$ cat src/rtl/chb_pkg.sv
// Package for the chunked body decoder: phase and status codes, widths,
// the result word type and the hex digit decode. No dependencies.
`timescale 1ns / 1ps

package chb_pkg;

	localparam int MAX_DIGITS  = 31;
	localparam int SIZE_BITS   = 32;
	localparam int TOTAL_BITS  = 32;
	localparam int HEX_BITS    = $clog2(16);
	localparam int DIGIT_BITS  = $clog2(MAX_DIGITS + 1);

	localparam logic [7:0] BYTE_CR = 8'h0D;
	localparam logic [7:0] BYTE_LF = 8'h0A;

	localparam logic [DIGIT_BITS-1:0] DIGITS_MAX = DIGIT_BITS'(MAX_DIGITS);

	// Parser phases, one-hot
	typedef enum logic [8:0] {
		PH_SIZE    = 9'b000000001,
		PH_SIZE_LF = 9'b000000010,
		PH_DATA    = 9'b000000100,
		PH_DATA_CR = 9'b000001000,
		PH_DATA_LF = 9'b000010000,
		PH_LAST_CR = 9'b000100000,
		PH_LAST_LF = 9'b001000000,
		PH_DONE    = 9'b010000000,
		PH_ERROR   = 9'b100000000
	} phase_t;

	typedef enum logic [1:0] {
		ST_BUSY  = 2'd0,
		ST_DONE  = 2'd1,
		ST_ERROR = 2'd2
	} status_t;

	// One result word
	typedef struct packed {
		logic [7:0]            payload_byte;
		logic                  payload_valid;
		status_t               decode_status;
		logic [TOTAL_BITS-1:0] decoded_total;
	} result_t;

	typedef struct packed {
		logic                ok;
		logic [HEX_BITS-1:0] val;
	} hex_t;

	// Decode one ASCII hex digit
	function automatic hex_t hex_value(input logic [7:0] b);
		hex_t r;
		r.ok  = 1'b1;
		r.val = '0;
		if (b >= 8'h30 && b <= 8'h39) begin
			r.val = HEX_BITS'(b - 8'h30);
		end else if (b >= 8'h61 && b <= 8'h66) begin
			r.val = HEX_BITS'(b - 8'h61 + 8'd10);
		end else if (b >= 8'h41 && b <= 8'h46) begin
			r.val = HEX_BITS'(b - 8'h41 + 8'd10);
		end else begin
			r.ok = 1'b0;
		end
		return r;
	endfunction

endpackage

$ cat src/rtl/chb_parser.sv
// Parser state and next-state logic for the chunked body decoder.
// Uses chb_pkg; produces one result word per accepted body word.
`timescale 1ns / 1ps

module chb_parser (
	input  logic                     clk,
	input  logic                     arst_n,
	input  logic                     step,
	input  logic [7:0]               body_byte,
	input  logic                     body_start,
	output chb_pkg::result_t         result
);

	chb_pkg::phase_t                     phase_q, cur_phase, nxt_phase;
	logic [chb_pkg::SIZE_BITS-1:0]       rem_q, cur_rem, nxt_rem;
	logic [chb_pkg::DIGIT_BITS-1:0]      digits_q, cur_digits, nxt_digits;
	logic [chb_pkg::TOTAL_BITS-1:0]      cnt_q, cur_cnt, nxt_cnt;
	logic                                pass;
	chb_pkg::hex_t                       hex;

	// Restart from reset values when the word marks a new body
	always_comb begin
		cur_phase  = body_start ? chb_pkg::PH_SIZE : phase_q;
		cur_rem    = body_start ? '0 : rem_q;
		cur_digits = body_start ? '0 : digits_q;
		cur_cnt    = body_start ? '0 : cnt_q;
	end

	// Next-state logic
	always_comb begin
		hex        = chb_pkg::hex_value(body_byte);
		nxt_phase  = cur_phase;
		nxt_rem    = cur_rem;
		nxt_digits = cur_digits;
		nxt_cnt    = cur_cnt;
		pass       = 1'b0;
		unique case (cur_phase)
			chb_pkg::PH_SIZE: begin
				if (hex.ok) begin
					if (cur_digits >= chb_pkg::DIGITS_MAX ||
					    (|cur_rem[chb_pkg::SIZE_BITS-1 -: chb_pkg::HEX_BITS])) begin
						nxt_phase = chb_pkg::PH_ERROR;
					end else begin
						nxt_rem    = {cur_rem[chb_pkg::SIZE_BITS-chb_pkg::HEX_BITS-1:0],
						              hex.val};
						nxt_digits = cur_digits + 1'b1;
					end
				end else if (body_byte == chb_pkg::BYTE_CR && cur_digits != '0) begin
					nxt_phase = chb_pkg::PH_SIZE_LF;
				end else begin
					nxt_phase = chb_pkg::PH_ERROR;
				end
			end
			chb_pkg::PH_SIZE_LF: begin
				if (body_byte != chb_pkg::BYTE_LF) begin
					nxt_phase = chb_pkg::PH_ERROR;
				end else if (cur_rem == '0) begin
					nxt_phase = chb_pkg::PH_LAST_CR;
				end else begin
					nxt_phase = chb_pkg::PH_DATA;
				end
				nxt_digits = '0;
			end
			chb_pkg::PH_DATA: begin
				pass    = 1'b1;
				nxt_rem = cur_rem - 1'b1;
				if (cur_cnt != '1) begin
					nxt_cnt = cur_cnt + 1'b1;
				end
				if (cur_rem == chb_pkg::SIZE_BITS'(1)) begin
					nxt_phase = chb_pkg::PH_DATA_CR;
				end
			end
			chb_pkg::PH_DATA_CR: begin
				nxt_phase = (body_byte == chb_pkg::BYTE_CR) ? chb_pkg::PH_DATA_LF
				                                           : chb_pkg::PH_ERROR;
			end
			chb_pkg::PH_DATA_LF: begin
				nxt_phase = (body_byte == chb_pkg::BYTE_LF) ? chb_pkg::PH_SIZE
				                                           : chb_pkg::PH_ERROR;
			end
			chb_pkg::PH_LAST_CR: begin
				nxt_phase = (body_byte == chb_pkg::BYTE_CR) ? chb_pkg::PH_LAST_LF
				                                           : chb_pkg::PH_ERROR;
			end
			chb_pkg::PH_LAST_LF: begin
				nxt_phase = (body_byte == chb_pkg::BYTE_LF) ? chb_pkg::PH_DONE
				                                           : chb_pkg::PH_ERROR;
			end
			chb_pkg::PH_DONE: begin
				nxt_phase = chb_pkg::PH_DONE;
			end
			default: begin
				nxt_phase = chb_pkg::PH_ERROR;
			end
		endcase
	end

	// Build the result word for this byte
	always_comb begin
		result.payload_byte  = pass ? body_byte : 8'h00;
		result.payload_valid = pass;
		result.decoded_total = nxt_cnt;
		if (nxt_phase == chb_pkg::PH_DONE) begin
			result.decode_status = chb_pkg::ST_DONE;
		end else if (nxt_phase == chb_pkg::PH_ERROR) begin
			result.decode_status = chb_pkg::ST_ERROR;
		end else begin
			result.decode_status = chb_pkg::ST_BUSY;
		end
	end

	// Advance state on each accepted word
	always_ff @(posedge clk or negedge arst_n) begin
		if (!arst_n) begin
			phase_q  <= chb_pkg::PH_SIZE;
			rem_q    <= '0;
			digits_q <= '0;
			cnt_q    <= '0;
		end else if (step) begin
			phase_q  <= nxt_phase;
			rem_q    <= nxt_rem;
			digits_q <= nxt_digits;
			cnt_q    <= nxt_cnt;
		end
	end

`ifndef ASSERT_OFF
	a_data_nonzero: assert property (@(posedge clk) disable iff (!arst_n)
		phase_q == chb_pkg::PH_DATA |-> rem_q != '0)
		else $error("data phase with no bytes due");

	a_error_sticky: assert property (@(posedge clk) disable iff (!arst_n)
		(step && !body_start && phase_q == chb_pkg::PH_ERROR) |=>
		phase_q == chb_pkg::PH_ERROR)
		else $error("error state left without restart");

	a_done_sticky: assert property (@(posedge clk) disable iff (!arst_n)
		(step && !body_start && phase_q == chb_pkg::PH_DONE) |=>
		phase_q == chb_pkg::PH_DONE)
		else $error("done state left without restart");

	a_count_mono: assert property (@(posedge clk) disable iff (!arst_n)
		(step && !body_start) |=> cnt_q >= $past(cnt_q))
		else $error("payload count went down");

	a_digits_range: assert property (@(posedge clk) disable iff (!arst_n)
		digits_q <= chb_pkg::DIGITS_MAX)
		else $error("size digit count out of range");
`endif

endmodule

$ cat src/rtl/chb_out_reg.sv
// Output register for the chunked body decoder result channel.
// Uses chb_pkg; frees the input side whenever the held word is taken.
`timescale 1ns / 1ps

module chb_out_reg (
	input  logic             clk,
	input  logic             arst_n,
	input  logic             load,
	input  chb_pkg::result_t din,
	output logic             free,
	output logic             result_valid,
	input  logic             result_ready,
	output chb_pkg::result_t dout
);

	logic             valid_q;
	chb_pkg::result_t data_q;

	// Accept a new word when empty or when the held word leaves now
	assign free         = !valid_q || result_ready;
	assign result_valid = valid_q;
	assign dout         = data_q;

	// Hold the valid flag
	always_ff @(posedge clk or negedge arst_n) begin
		if (!arst_n) begin
			valid_q <= 1'b0;
		end else if (load) begin
			valid_q <= 1'b1;
		end else if (result_ready) begin
			valid_q <= 1'b0;
		end
	end

	// Capture the result word
	always_ff @(posedge clk) begin
		if (load) begin
			data_q <= din;
		end
	end

`ifndef ASSERT_OFF
	a_no_overwrite: assert property (@(posedge clk) disable iff (!arst_n)
		(valid_q && !result_ready) |-> !load)
		else $error("held result overwritten");

	a_load_shows: assert property (@(posedge clk) disable iff (!arst_n)
		load |=> valid_q)
		else $error("loaded result not presented");

	a_drain: assert property (@(posedge clk) disable iff (!arst_n)
		(valid_q && result_ready && !load) |=> !valid_q)
		else $error("taken result still presented");
`endif

endmodule

$ cat src/rtl/http_chunked_body_decoder.sv
// Top level of the HTTP/1.1 chunked body decoder.
// Instantiates chb_parser and chb_out_reg; uses chb_pkg.
//
//  channel  handshake                   words
//  body     body_valid / body_ready     body_byte, body_start
//  result   result_valid / result_ready payload_byte, payload_valid,
//                                       decode_status, decoded_total
//
// One body word enters per cycle while body_ready is high; each gives one
// result word in the cycle after. The parser updates its state in the cycle
// the word is accepted; the result lands in a single output register.
// body_ready is low only while a result waits and result_ready is low.
// arst_n clears the parser to the start of a size line and empties the output.
`timescale 1ns / 1ps

module http_chunked_body_decoder (
	input  logic                           clk,
	input  logic                           arst_n,
	input  logic                           body_valid,
	output logic                           body_ready,
	input  logic [7:0]                     body_byte,
	input  logic                           body_start,
	output logic                           result_valid,
	input  logic                           result_ready,
	output logic [7:0]                     payload_byte,
	output logic                           payload_valid,
	output logic [1:0]                     decode_status,
	output logic [chb_pkg::TOTAL_BITS-1:0] decoded_total
);

	logic             step;
	logic             free;
	chb_pkg::result_t res_c;
	chb_pkg::result_t res_q;

	assign body_ready = free;
	assign step       = body_valid && free;

	chb_parser u_parser (
		.clk        (clk),
		.arst_n     (arst_n),
		.step       (step),
		.body_byte  (body_byte),
		.body_start (body_start),
		.result     (res_c)
	);

	chb_out_reg u_out (
		.clk          (clk),
		.arst_n       (arst_n),
		.load         (step),
		.din          (res_c),
		.free         (free),
		.result_valid (result_valid),
		.result_ready (result_ready),
		.dout         (res_q)
	);

	// Unpack the result word onto the ports
	assign payload_byte  = res_q.payload_byte;
	assign payload_valid = res_q.payload_valid;
	assign decode_status = res_q.decode_status;
	assign decoded_total = res_q.decoded_total;

endmodule
$ cat config.mk
export PLATFORM = sky130hd
export DESIGN_NAME = http_chunked_body_decoder
export DESIGN_NICKNAME = d
export VERILOG_FILES = /design/src/rtl/chb_pkg.sv /design/src/rtl/chb_parser.sv /design/src/rtl/chb_out_reg.sv /design/src/rtl/http_chunked_body_decoder.sv
export SDC_FILE = /design/constraint.sdc
export NUM_CORES = 1
export LEC_CHECK = 0
export BUFFER_PORTS_ARGS = -buffer_cell sky130_fd_sc_hd__buf_2
export CAP_MARGIN = 15
export CORE_MARGIN = 5
export CORE_UTILIZATION = 45
export CTS_CLUSTER_DIAMETER = 40
export DETAILED_ROUTE_END_ITERATION = 8
export PLACE_DENSITY = 0.62
export SLEW_MARGIN = 15
export SYNTH_ARGS = -nofsm -noshare
export SYNTH_HDL_FRONTEND = slang
export SYNTH_SLANG_ARGS = --single-unit
$ cat constraint.sdc
create_clock -name clk -period 3.5 [get_ports clk]
set_clock_uncertainty 0.15 [all_clocks]
set_input_delay 0.525 -clock clk [delete_from_list [all_inputs] [get_ports clk]]
set_output_delay 0.525 -clock clk [all_outputs]
set_load 0.01 [all_outputs]
### Yosys cells after proc, flatten, opt, wreduce, memory -nomap -nowiden

Cells that the tools add are included.

* register bits after elaboration: 122
* logic and storage cells: 84

* add/sub/neg operators: 8
* magnitude comparators: 7
* equal/unequal tests: 15
* mux-type cells: 33
* reductions and logical operators: 12

Operator list (count)
* $mux 32: 6
* $mux 9: 10
* $pmux 9 s8: 1
* $pmux 32 s2: 1
* $add 32x1->32 const B: 1
* $eq 32x1->1 const B: 1
* $logic_not 32->1: 1
* $ne 32x32->1 const B: 1
* $sub 32x1->32 const B: 1
* $eq 9x8->1 const B: 2
* $eq 8x4->1 const B: 2
* $ge 8x7->1 const B: 2
* $le 8x7->1 const B: 2
* $mux 5: 3
* $mux 4: 3
* $sub 4x1->4 const B: 3
* $pmux 5 s2: 1
* $eq 9x1->1 const B: 1
* $eq 9x2->1 const B: 1
* $eq 9x3->1 const B: 1
* $eq 9x4->1 const B: 1
* $eq 9x5->1 const B: 1
* $eq 9x6->1 const B: 1
* $eq 9x7->1 const B: 1
* other kinds (16): 27

### Logic depth before layout (Yosys ltp)

Gate-level depths: netlist of run 1.

* depth in word-level cells: 9
* depth in mapped cells: 16

### Hierarchy

From an unflattened synthesis of run 1, not the netlist that was laid out.

* cell total of the unflattened synthesis: 819
* area, all modules: 7458.4 um2

Modules (own cells, without submodules)
* chb_parser: instances 1, cells each 772, area each 6113.4 um2, sequential area each 1953.1 um2
* chb_out_reg: instances 1, cells each 46, area each 1338.8 um2, sequential area each 1316.3 um2
* http_chunked_body_decoder: instances 1, cells each 1, area each 6.3 um2, sequential area each 0.0 um2

### Worst setup path after synthesis of run 1

OpenSTA, ideal clock, no wires.

* path type: input to register
* start: input body_start
* end: register u_parser.rem_q[22] in the netlist's numbering
* arrival: 3.755 ns
* required time: 3.214 ns
* path slack: -0.541 ns
* stages on the path: 15
* path buffers: 6
* cell sequence: buf_6 -> buf_2 -> buf_2 -> clkbuf_1 -> clkbuf_1 -> buf_1 -> nor2b_1 -> ha_1 -> and4_1 -> ha_1 -> a221o_1 -> a21oi_2 -> mux2_2 -> a221oi_1 -> o21ai_0

* longest elaborated chain between the ends: 6

Ends and longest elaborated chain
* from (decl): RTL line http_chunked_body_decoder.sv:22 `input logic body_start,`
* branches (longest 5 deep; another with $sub 32x1->32)
* $pmux 32 s2 *: RTL line chb_parser.sv:37 `unique case (cur_phase)`
* to (signal assigned): RTL line chb_parser.sv:122 `rem_q <= nxt_rem;`
* to (decl): RTL line chb_parser.sv:15 `logic [chb_pkg::SIZE_BITS-1:0] rem_q, cur_rem, nxt_rem;`

Every way passes the cells marked *.
A chain may end at the register's enable or synchronous reset.

### Worst setup path in the final report of run 1

* start: register u_parser.phase_q[4]
* end: register u_parser.rem_q[24] in the netlist's numbering

* longest elaborated chain between the ends: 3

Ends and longest elaborated chain
* from (decl): RTL line chb_parser.sv:14 `chb_pkg::phase_t phase_q, cur_phase, nxt_phase;`
* from (signal assigned): RTL line chb_parser.sv:116 `phase_q <= chb_pkg::PH_SIZE;`
* from (signal assigned): RTL line chb_parser.sv:121 `phase_q <= nxt_phase;`
* $mux 9 *: RTL line chb_parser.sv:23 `cur_phase = body_start ? chb_pkg::PH_SIZE : phase_q;`
* $eq 9x3->1 or $eq 9x1->1 (tied branches): RTL line chb_parser.sv:37
* $pmux 32 s2 *: RTL line chb_parser.sv:37

Mark *: on every way between the ends. The rest lies on a longest branch, timed or not.

==> results of run 1 <==
-- area by class of cell --
class | instances | area share
well taps | 220 | 0.0318
clock inverters | 9 | 0.0142
repair buffers | 90 | 0.0653
multi-input cells | 619 | 0.449
flip-flops and latches | 122 | 0.378
inverters | 16 | 0.00695
clock buffers | 23 | 0.0541
-- worst max-delay path by stage --
stage,start,end,slack (ns)
4_1_cts,u_parser.rem_q[5],u_parser.rem_q[18],0.62
3_5_place_dp,body_start,u_out.dout[7],0.31
2_1_floorplan,body_start,u_parser.rem_q[22],0.02
5_1_grt,u_parser.phase_q[4],u_parser.rem_q[24],0.43
3_3_place_gp,body_start,u_out.dout[31],0.34
6_report,u_parser.phase_q[4],u_parser.rem_q[24],0.56
-- registers in the layout, summed over array words and instances (netlist names) --
register            count
u_parser.rem_q         32
u_parser.cnt_q         32
u_parser.phase_q        9
u_parser.digits_q       5
u_out.result_valid      1
u_out.dout             43
-- routing by layer --
metal / vias to the layer above / global-route usage / part of all wire
met3: 44 / 0.0514 / 0.064
met5: - / 0 / 0
met1: 3299 / 0.290 / 0.44
met2: 273 / 0.353 / 0.47
met4: 0 / 0.0712 / 0.022
li1: 3182 / - / -
-- power breakdown --
part / leakage [uW] / internal, uW / total, uW / switching, uW
combinational: 0.00174 / 201 / 555 / 354
clock: 0.000291 / 1150 / 1780 / 629
sequential: 0.00150 / 1560 / 1670 / 105
-- logic make-up after synthesis --
kind of cell | after synthesis | synth area share
buffers and inverters | 75 | 0.0402
adder cells (fa/ha/maj) | 11 | 0.0185
flip-flops | 122 | 0.439
multiplexers | 13 | 0.0180
AO/OA/AOI/OAI | 201 | 0.187
AND/OR/NAND/NOR | 364 | 0.262
XOR/XNOR | 30 | 0.0353
-- through the flow --
step / setup WS [ns] / cell area [um^2] / power, uW / utilization / std cells
after detailed placement: 0.310 / 8050 / 2240 / 0.491 / 1067
after CTS: 0.623 / 8640 / 4030 / 0.527 / 1099
final: 0.555 / 8650 / 4000 / 0.527 / 1099
after floorplan: 0.0248 / 7480 / 2040 / - / 816
after global placement: 0.342 / 8050 / 2230 / 0.491 / 1067
after global routing: 0.428 / 8650 / 4170 / 0.527 / 1099
-- cell usage in the layout, fill, tap and decap left out, drive strengths merged, types with 8 or more instances in the layout --
master,Yosys,layout
a21o,8,8
nand2,73,73
clkbuf,47,23
mux2i,10,10
nor4,26,26
edfxtp,43,43
nor2b,27,27
xnor2,21,21
and4,10,10
nand4,24,24
o21ai,50,50
a21oi,36,36
a221o,18,18
inv,16,16
and2,9,9
a31oi,16,16
nor3,32,32
and3,11,11
ha,11,11
dfrtp,78,78
nor2,71,71
xor2,9,9
buf,12,90
o31ai,8,8
nand2b,9,9
o211ai,9,9
nand3,35,35
-- critical path, stage by stage (launching register included) --
cell and delay, ns:
sky130_fd_sc_hd__dfrtp_1 0.47, sky130_fd_sc_hd__nor3_1 0.35, sky130_fd_sc_hd__nand4_2 0.29, sky130_fd_sc_hd__buf_4 0.25, sky130_fd_sc_hd__inv_1 0.24, sky130_fd_sc_hd__nand3_1 0.29, sky130_fd_sc_hd__or2_2 0.39, sky130_fd_sc_hd__mux2i_1 0.14
sky130_fd_sc_hd__a221o_1 0.26
==> flow_summary.html, run 1 <==
<table>
<tr><th>Metric</th><th>Value</th></tr>
<tr><th colspan="2">Floorplanning</th></tr>
<tr><td>DIE WIDTH</td><td>139 um</td></tr>
<tr><td>Placeable core region</td><td>0.0164 mm^2</td></tr>
<tr><td>Starting utilization of the core area</td><td>0.453</td></tr>
<tr><td>Placement Rows</td><td>47</td></tr>
<tr><td>Die Y</td><td>139 um</td></tr>
<tr><td>I/O pin count</td><td>58</td></tr>
<tr><td>Die footprint</td><td>roughly 0.019 mm^2</td></tr>
<tr><th colspan="2">Power and ir drop</th></tr>
<tr><td>Power density over the cells</td><td>463 mW/mm^2</td></tr>
<tr><td>Static leakage power</td><td>0.00353 uW</td></tr>
<tr><td>IR Drop Worst-Case VDD</td><td>0.353 mV</td></tr>
<tr><th colspan="2">Synthesis</th></tr>
<tr><td>Number of flops mapped to enable cells by yosys</td><td>43</td></tr>
<tr><td>Library cell occupying the most area in the post-synthesis netlist</td><td>sky130_fd_sc_hd__dfrtp_1</td></tr>
<tr><td>Yosys warnings</td><td>0</td></tr>
<tr><td>FFs w/ async S/R, synth</td><td>0.648</td></tr>
<tr><td>FF+latch count, synth</td><td>around 120</td></tr>
<tr><td>Area of the mapped netlist</td><td>0.00744 mm^2</td></tr>
<tr><td>Fraction of the yosys area taken by sequential cells</td><td>0.439</td></tr>
<tr><td>Fraction of synthesized cell area taken by the top area cell type</td><td>0.262</td></tr>
<tr><td>Distinct cell type count of the synthesized netlist</td><td>76</td></tr>
<tr><td>Average instance area after synthesis</td><td>9.12 um^2</td></tr>
<tr><td>Synthesized netlist cell count</td><td>816</td></tr>
<tr><td>Area contributors post-synth</td><td>sky130_fd_sc_hd__dfrtp_1 26%, sky130_fd_sc_hd__edfxtp_1 17%, sky130_fd_sc_hd__nand2_1 3.7%</td></tr>
<tr><td>Post-synth net total</td><td>840</td></tr>
<tr><td>Top FF cell, synth</td><td>sky130_fd_sc_hd__dfrtp_1</td></tr>
<tr><td>Top-count cell post-synth</td><td>sky130_fd_sc_hd__dfrtp_1</td></tr>
<tr><td>Synth top cells by count</td><td>78 x sky130_fd_sc_hd__dfrtp_1, 73 x sky130_fd_sc_hd__nand2_1, 71 x sky130_fd_sc_hd__nor2_1</td></tr>
<tr><th colspan="2">Cells and area</th></tr>
<tr><td>Area taken by multi-input logic gates</td><td>0.00389 mm^2</td></tr>
<tr><td>Share of cells above drive strength 1</td><td>0.159</td></tr>
<tr><td>Synth-to-layout area growth</td><td>16.2%</td></tr>
<tr><td>Ant diodes</td><td>0</td></tr>
<tr><td>Number of nets in the layout</td><td>890</td></tr>
<tr><td>Reg area</td><td>0.00327 mm^2</td></tr>
<tr><td>Count of fill cells added during filler insertion</td><td>1488</td></tr>
<tr><th colspan="2">Worst setup path</th></tr>
<tr><td>Signal arrival time at the worst endpoint</td><td>3.09 ns</td></tr>
<tr><td>Critical path start-end classification</td><td>reg2reg</td></tr>
<tr><td>Type of origin of the critical path</td><td>flip-flop</td></tr>
<tr><td>Top fanout value on the critical path</td><td>8</td></tr>
<tr><td>Path depth of the worst reg2reg path</td><td>8</td></tr>
<tr><td>Critical Path Sink Type</td><td>flip-flop</td></tr>
<tr><td>Launch instance of the worst register-to-register path</td><td>u_parser.phase_q[4]</td></tr>
<tr><td>End of the worst register-to-register path</td><td>u_parser.rem_q[24]</td></tr>
<tr><td>Required time of the worst setup path</td><td>3.65 ns</td></tr>
<tr><td>Setup slack of the worst register-to-register path</td><td>0.56 ns</td></tr>
<tr><th colspan="2">Clock network</th></tr>
<tr><td>Num CTS Buffers</td><td>17</td></tr>
<tr><td>CTS Buffer Depth</td><td>2</td></tr>
<tr><td>Number of setup buffers added after CTS</td><td>0</td></tr>
<tr><td>PostCTS Resize Cnt</td><td>0</td></tr>
<tr><td>Clock H-tree levels</td><td>4</td></tr>
<tr><td>CTS tree</td><td>yes</td></tr>
<tr><td>Hold-fix buffers at CTS</td><td>0</td></tr>
<tr><td>Clock network latency to the later pin of the worst-skew pair</td><td>about 0.42 ns</td></tr>
<tr><td>Clock transition at path regs</td><td>0.06 ns</td></tr>
<tr><td>Sinks on Clock Net</td><td>122</td></tr>
<tr><td>Root buffer cell</td><td>sky130_fd_sc_hd__clkbuf_16</td></tr>
<tr><th colspan="2">Timing</th></tr>
<tr><td>Relative max-transition margin</td><td>0.450</td></tr>
<tr><td>Setup repair after global routing missed its margin</td><td>no</td></tr>
<tr><td>Total negative setup slack</td><td>0 ns</td></tr>
<tr><td>Fin crit period</td><td>2.94 ns</td></tr>
<tr><td>Peak Freq</td><td>about 340 MHz</td></tr>
<tr><td>Fin. Hold Viols</td><td>7</td></tr>
<tr><td>Worst hold margin</td><td>-0.00245 ns</td></tr>
<tr><td>Post-route clock period utilization</td><td>0.841</td></tr>
<tr><td>Count of pins over their slew limit</td><td>0</td></tr>
<tr><td>Final setup violation count</td><td>0</td></tr>
<tr><td>Pin slew with the least headroom to its limit</td><td>approximately 0.82 ns</td></tr>
<tr><th colspan="2">Drt</th></tr>
<tr><td>DRC violation count after routing</td><td>0</td></tr>
<tr><td>Number of vias after detailed routing</td><td>6798</td></tr>
<tr><td>Wirelength, routed</td><td>approximately 21000 um</td></tr>
<tr><td>Total iterations of the first detailed-routing run</td><td>5</td></tr>
<tr><td>Number of vias per cell</td><td>6.19</td></tr>
<tr><td>Number of nets still failing antenna checks after routing</td><td>0</td></tr>
<tr><td>Post-detailed-route wirelength per cell</td><td>18.9 um</td></tr>
<tr><td>DRC violation total after the first TritonRoute iteration</td><td>between 600 and 700</td></tr>
<tr><th colspan="2">Worst hold path</th></tr>
<tr><td>Path class of the lowest-slack min-delay path</td><td>in2async</td></tr>
<tr><th colspan="2">Global route</th></tr>
<tr><td>Overall track demand over capacity in global routing</td><td>0.218</td></tr>
<tr><td>Via count of the first global-routing pass</td><td>6711</td></tr>
<tr><td>Wire length of the first global-routing pass</td><td>34700 um</td></tr>
<tr><td>Overall overflow remaining after global route</td><td>0</td></tr>
<tr><td>Maximum number of pins on one net before global-route repair</td><td>80</td></tr>
<tr><td>Initial antenna violation count</td><td>0</td></tr>
<tr><th colspan="2">Placed design</th></tr>
<tr><td>Half-perimeter wire length after detailed placement</td><td>13700 um</td></tr>
<tr><td>Weighted congestion at the end of routability-driven global placement</td><td>0.929</td></tr>
<tr><td>Number of buffers added on ports</td><td>57</td></tr>
<tr><th colspan="2">Run status</th></tr>
<tr><td>Violated checks</td><td>negative hold slack</td></tr>
<tr><td>Result of the run</td><td>finished with violations</td></tr>
<tr><th colspan="2">Job</th></tr>
<tr><td>Max-cap violation count</td><td>0</td></tr>
</table>
Power figures use the tool's default switching activity.
==> run 2, diff against run 1 <==
--- a/config.mk
+++ b/config.mk
@@ -5,13 +5,14 @@
 export SDC_FILE = /design/constraint.sdc
 export NUM_CORES = 1
 export LEC_CHECK = 0
+export ABC_AREA = 1
 export BUFFER_PORTS_ARGS = -buffer_cell sky130_fd_sc_hd__buf_2
 export CAP_MARGIN = 15
 export CORE_MARGIN = 5
 export CORE_UTILIZATION = 45
 export CTS_CLUSTER_DIAMETER = 40
 export DETAILED_ROUTE_END_ITERATION = 8
-export PLACE_DENSITY = 0.62
+export PLACE_DENSITY = 0.61
 export SLEW_MARGIN = 15
 export SYNTH_ARGS = -nofsm -noshare
 export SYNTH_HDL_FRONTEND = slang
==> constraint.sdc (replaced) <==
create_clock -name clk -period 2.85 [get_ports clk]
set_clock_uncertainty 0.15 [all_clocks]
set_input_delay 0.4275 -clock clk [delete_from_list [all_inputs] [get_ports clk]]
set_output_delay 0.4275 -clock clk [all_outputs]
set_load 0.01 [all_outputs]
==> run 2 against run 1 <==
Net effect:
- critical path depth rose by 6
- power is 36% higher
- routed wire length is 27% higher
- sequential cell count is the same
- maximum frequency rose by 19%
- area after synthesis rose by 25%
- non-clock buffer count increased by 6
- global-route usage is 0.80 points higher
- the run now ends clean
- via count grew 34%
- die area increased by 23%
- largest power group unchanged
- clock power grew 25%
- hold slack better by 0.15 ns
==> flow_summary.html, run 2 <==
<table>
<tr><th>Metric</th><th>Value</th></tr>
<tr><th colspan="2">Run status</th></tr>
<tr><td>Result of the run</td><td>finished, final reports clean</td></tr>
<tr><th colspan="2">Floorplanning</th></tr>
<tr><td>Placeable core region</td><td>0.0203 mm^2</td></tr>
<tr><td>Placement Rows</td><td>52</td></tr>
<tr><td>Starting utilization of the core area</td><td>0.458</td></tr>
<tr><td>I/O pin count</td><td>58</td></tr>
<tr><td>Die Y</td><td>roughly 150 um</td></tr>
<tr><td>DIE WIDTH</td><td>roughly 150 um</td></tr>
<tr><td>Die footprint</td><td>0.0236 mm^2</td></tr>
<tr><th colspan="2">Global route</th></tr>
<tr><td>Wire length of the first global-routing pass</td><td>43900 um</td></tr>
<tr><td>Initial antenna violation count</td><td>0</td></tr>
<tr><td>Overall track demand over capacity in global routing</td><td>0.226</td></tr>
<tr><td>Overall overflow remaining after global route</td><td>0</td></tr>
<tr><td>Maximum number of pins on one net before global-route repair</td><td>58</td></tr>
<tr><td>Via count of the first global-routing pass</td><td>8590</td></tr>
<tr><th colspan="2">Clock network</th></tr>
<tr><td>Num CTS Buffers</td><td>17</td></tr>
<tr><td>CTS Buffer Depth</td><td>2</td></tr>
<tr><td>Clock transition at path regs</td><td>0.06 ns</td></tr>
<tr><td>Sinks on Clock Net</td><td>122</td></tr>
<tr><td>Root buffer cell</td><td>sky130_fd_sc_hd__clkbuf_16</td></tr>
<tr><td>PostCTS Resize Cnt</td><td>0</td></tr>
<tr><td>Clock network latency to the later pin of the worst-skew pair</td><td>0.42 ns</td></tr>
<tr><td>CTS tree</td><td>yes</td></tr>
<tr><td>Clock H-tree levels</td><td>4</td></tr>
<tr><th colspan="2">Drt</th></tr>
<tr><td>Total iterations of the first detailed-routing run</td><td>5</td></tr>
<tr><td>Number of vias after detailed routing</td><td>a little over 9000</td></tr>
<tr><td>DRC violation count after routing</td><td>0</td></tr>
<tr><td>Post-detailed-route wirelength per cell</td><td>roughly 15 um</td></tr>
<tr><td>Number of vias per cell</td><td>about 5.1</td></tr>
<tr><td>DRC violation total after the first TritonRoute iteration</td><td>652</td></tr>
<tr><td>Number of nets still failing antenna checks after routing</td><td>0</td></tr>
<tr><td>Wirelength, routed</td><td>26300 um</td></tr>
<tr><th colspan="2">Cells and area</th></tr>
<tr><td>Share of cells above drive strength 1</td><td>0.139</td></tr>
<tr><td>Ant diodes</td><td>0</td></tr>
<tr><td>Flip-flop count of the largest register, all copies and words added</td><td>43</td></tr>
<tr><td>Leading cell type in the layout, fill and taps excluded</td><td>sky130_fd_sc_hd__nand2_1</td></tr>
<tr><td>Commonest non-fill, non-tap cells in the layout</td><td>519 x sky130_fd_sc_hd__nand2_1, 215 x sky130_fd_sc_hd__nor2_1, 142 x sky130_fd_sc_hd__nand3_1</td></tr>
<tr><td>Synth-to-layout area growth</td><td>12.9%</td></tr>
<tr><td>Number of nets in the layout</td><td>1516</td></tr>
<tr><th colspan="2">Worst setup path</th></tr>
<tr><td>Slowest stage cell on the critical path</td><td>sky130_fd_sc_hd__dfrtp_1</td></tr>
<tr><td>End of the worst register-to-register path</td><td>u_parser.digits_q[3]</td></tr>
<tr><td>Setup slack of the worst register-to-register path</td><td>0.37 ns</td></tr>
<tr><td>Critical path, cell by cell</td><td>inv_1 -&gt; nor2_1 -&gt; ha_1 -&gt; nand2_1 -&gt; nor2_1 -&gt; ha_1 -&gt; nand3b_1 -&gt; nor2_4 -&gt; nand2_4 -&gt; nor2_4 -&gt; buf_4 -&gt; nand3_1 -&gt; nand3_1 -&gt; o211ai_1</td></tr>
<tr><td>Critical path start-end classification</td><td>reg2reg</td></tr>
<tr><td>Critical Path Sink Type</td><td>flip-flop</td></tr>
<tr><td>Top fanout value on the critical path</td><td>20</td></tr>
<tr><td>Worst path top cell family by delay</td><td>simple AND/OR/NAND/NOR gates</td></tr>
<tr><td>Signal arrival time at the worst endpoint</td><td>about 2.6 ns</td></tr>
<tr><td>Setup crit start</td><td>u_parser.digits_q[0]</td></tr>
<tr><td>Number of buffers and inverters on the critical path</td><td>2</td></tr>
<tr><td>Required time of the worst setup path</td><td>approximately 3.0 ns</td></tr>
<tr><td>Type of origin of the critical path</td><td>flip-flop</td></tr>
<tr><td>Path depth of the worst reg2reg path</td><td>14</td></tr>
<tr><td>Launch instance of the worst register-to-register path</td><td>u_parser.digits_q[0]</td></tr>
<tr><td>Slowest stage delay, CP</td><td>0.39 ns</td></tr>
<tr><th colspan="2">Worst hold path</th></tr>
<tr><td>Hold Path Sink</td><td>u_out.result_valid</td></tr>
<tr><td>Worst Min Path Start</td><td>result_ready</td></tr>
<tr><td>Worst hold path cell count</td><td>4</td></tr>
<tr><td>Path class of the lowest-slack min-delay path</td><td>in2reg</td></tr>
<tr><th colspan="2">Synthesis</th></tr>
<tr><td>Distinct cell type count of the synthesized netlist</td><td>43</td></tr>
<tr><td>FFs w/ async S/R, synth</td><td>0.648</td></tr>
<tr><td>Average instance area after synthesis</td><td>6.48 um^2</td></tr>
<tr><td>Library cell occupying the most area in the post-synthesis netlist</td><td>sky130_fd_sc_hd__dfrtp_1</td></tr>
<tr><td>Synthesized netlist cell count</td><td>1434</td></tr>
<tr><td>Top-count cell post-synth</td><td>sky130_fd_sc_hd__nand2_1</td></tr>
<tr><td>Number of flops mapped to enable cells by yosys</td><td>43</td></tr>
<tr><td>Fraction of synthesized cell area taken by the top area cell type</td><td>0.210</td></tr>
<tr><td>Top FF cell, synth</td><td>sky130_fd_sc_hd__dfrtp_1</td></tr>
<tr><td>Synth top cells by count</td><td>520 x sky130_fd_sc_hd__nand2_1, 215 x sky130_fd_sc_hd__nor2_1, 142 x sky130_fd_sc_hd__nand3_1</td></tr>
<tr><td>Fraction of the yosys area taken by sequential cells</td><td>0.352</td></tr>
<tr><td>Yosys warnings</td><td>0</td></tr>
<tr><td>FF+latch count, synth</td><td>between 100 and 150</td></tr>
<tr><td>Area contributors post-synth</td><td>sky130_fd_sc_hd__dfrtp_1 21%, sky130_fd_sc_hd__nand2_1 21%, sky130_fd_sc_hd__edfxtp_1 14%</td></tr>
<tr><td>Area of the mapped netlist</td><td>0.00929 mm^2</td></tr>
<tr><td>Post-synth net total</td><td>roughly 1500</td></tr>
<tr><th colspan="2">Timing</th></tr>
<tr><td>Setup repair after global routing missed its margin</td><td>no</td></tr>
<tr><td>Relative max-transition margin</td><td>0.512</td></tr>
<tr><td>Worst hold margin</td><td>0.146 ns</td></tr>
<tr><td>Fin crit period</td><td>2.48 ns</td></tr>
<tr><td>Peak Freq</td><td>slightly above 400 MHz</td></tr>
<tr><td>Post-route clock period utilization</td><td>0.870</td></tr>
<tr><td>Fin. Hold Viols</td><td>0</td></tr>
<tr><td>Final setup violation count</td><td>0</td></tr>
<tr><td>Total negative setup slack</td><td>0 ns</td></tr>
<tr><td>Count of pins over their slew limit</td><td>0</td></tr>
<tr><td>Pin slew with the least headroom to its limit</td><td>~0.73 ns</td></tr>
<tr><th colspan="2">Power and ir drop</th></tr>
<tr><td>Overall power after layout</td><td>5430 uW</td></tr>
<tr><td>IR Drop Worst-Case VDD</td><td>0.391 mV</td></tr>
<tr><td>Static leakage power</td><td>0.00525 uW</td></tr>
<tr><td>Power density over the cells</td><td>517 mW/mm^2</td></tr>
<tr><th colspan="2">Placed design</th></tr>
<tr><td>Number of buffers added on ports</td><td>57</td></tr>
<tr><td>Weighted congestion at the end of routability-driven global placement</td><td>0.940</td></tr>
<tr><td>Half-perimeter wire length after detailed placement</td><td>roughly 19000 um</td></tr>
<tr><th colspan="2">Job</th></tr>
<tr><td>Max-cap violation count</td><td>0</td></tr>
</table>
run 2: worst register-to-register path, cell delays in order, from the launching register on:
cell	delay, ns
sky130_fd_sc_hd__dfrtp_1	0.39
sky130_fd_sc_hd__inv_1	0.07
sky130_fd_sc_hd__nor2_1	0.05
sky130_fd_sc_hd__ha_1	0.23
sky130_fd_sc_hd__nand2_1	0.07
sky130_fd_sc_hd__nor2_1	0.04
sky130_fd_sc_hd__ha_1	0.17
sky130_fd_sc_hd__nand3b_1	0.19
sky130_fd_sc_hd__nor2_4	0.15
sky130_fd_sc_hd__nand2_4	0.18
sky130_fd_sc_hd__nor2_4	0.21
sky130_fd_sc_hd__buf_4	0.18
sky130_fd_sc_hd__nand3_1	0.10
sky130_fd_sc_hd__nand3_1	0.08
sky130_fd_sc_hd__o211ai_1	0.09
run 2: cells by family after synthesis:
group	synth area share
and+or+nand+nor	0.456
AOI/OAI and AO/OA	0.0715
xor gates and xnor gates	0.00943
buffers and inverters	0.0966
adders and majority gates	0.0148
DFF	0.352
run 2: cell type report:
type | count | area (um^2)
clock buffers | 21 | 440
clock inverters | 11 | 149
fillers | 2122 | 9810
inverters | 136 | 518
multi-input cells | 1119 | 5130
flip-flops and latches | 122 | 3270
well taps | 270 | 338
repair buffers | 96 | 646
run 2: repair_timing:
action                                  4_1_cts  5_1_grt
buffers inserted                              0        0
endpoints found under the setup margin        0        0
endpoints found under the hold margin        16        0
hold buffers                                  1        0
run 2: worst max path at each step:
stage | to | slack (ns) | cells after the start
after floorplan | u_parser.cnt_q[22] | 0.10 | 19
after CTS | u_parser.rem_q[15] | 0.37 | 13
final | u_parser.digits_q[3] | 0.37 | 14
after global routing | u_parser.cnt_q[29] | 0.12 | 13
after detailed placement | u_parser.cnt_q[26] | 0.06 | 14
after global placement | u_out.dout[2] | 0.12 | 10
run 2: routing by layer:
metal  wire [um]  vias up  GRT usage  share of wire
met5           0        -          0              0
met1       11800     4194      0.291           0.45
met4         623        0     0.0736          0.024
met3        1010       47     0.0382          0.038
met2       12800      185      0.387           0.49
li1            -     4673          -              -
run 2: where the power goes:
group	leakage (uW)	total, uW	internal, uW	switching [uW]
sequential	0.00146	2050	1950	102
clock	0.000283	2230	1380	847
combinational	0.00351	1150	366	784
run 2: metrics by stage:
step	setup WS [ns]	cells	util	cell area (um^2)
after CTS	0.368	1775	0.517	10500
after floorplan	0.103	1434	-	9290
after detailed placement	0.0617	1742	0.487	9890
after global routing	0.125	1775	0.517	10500
after global placement	0.118	1742	0.487	9890
final	0.372	1775	0.517	10500
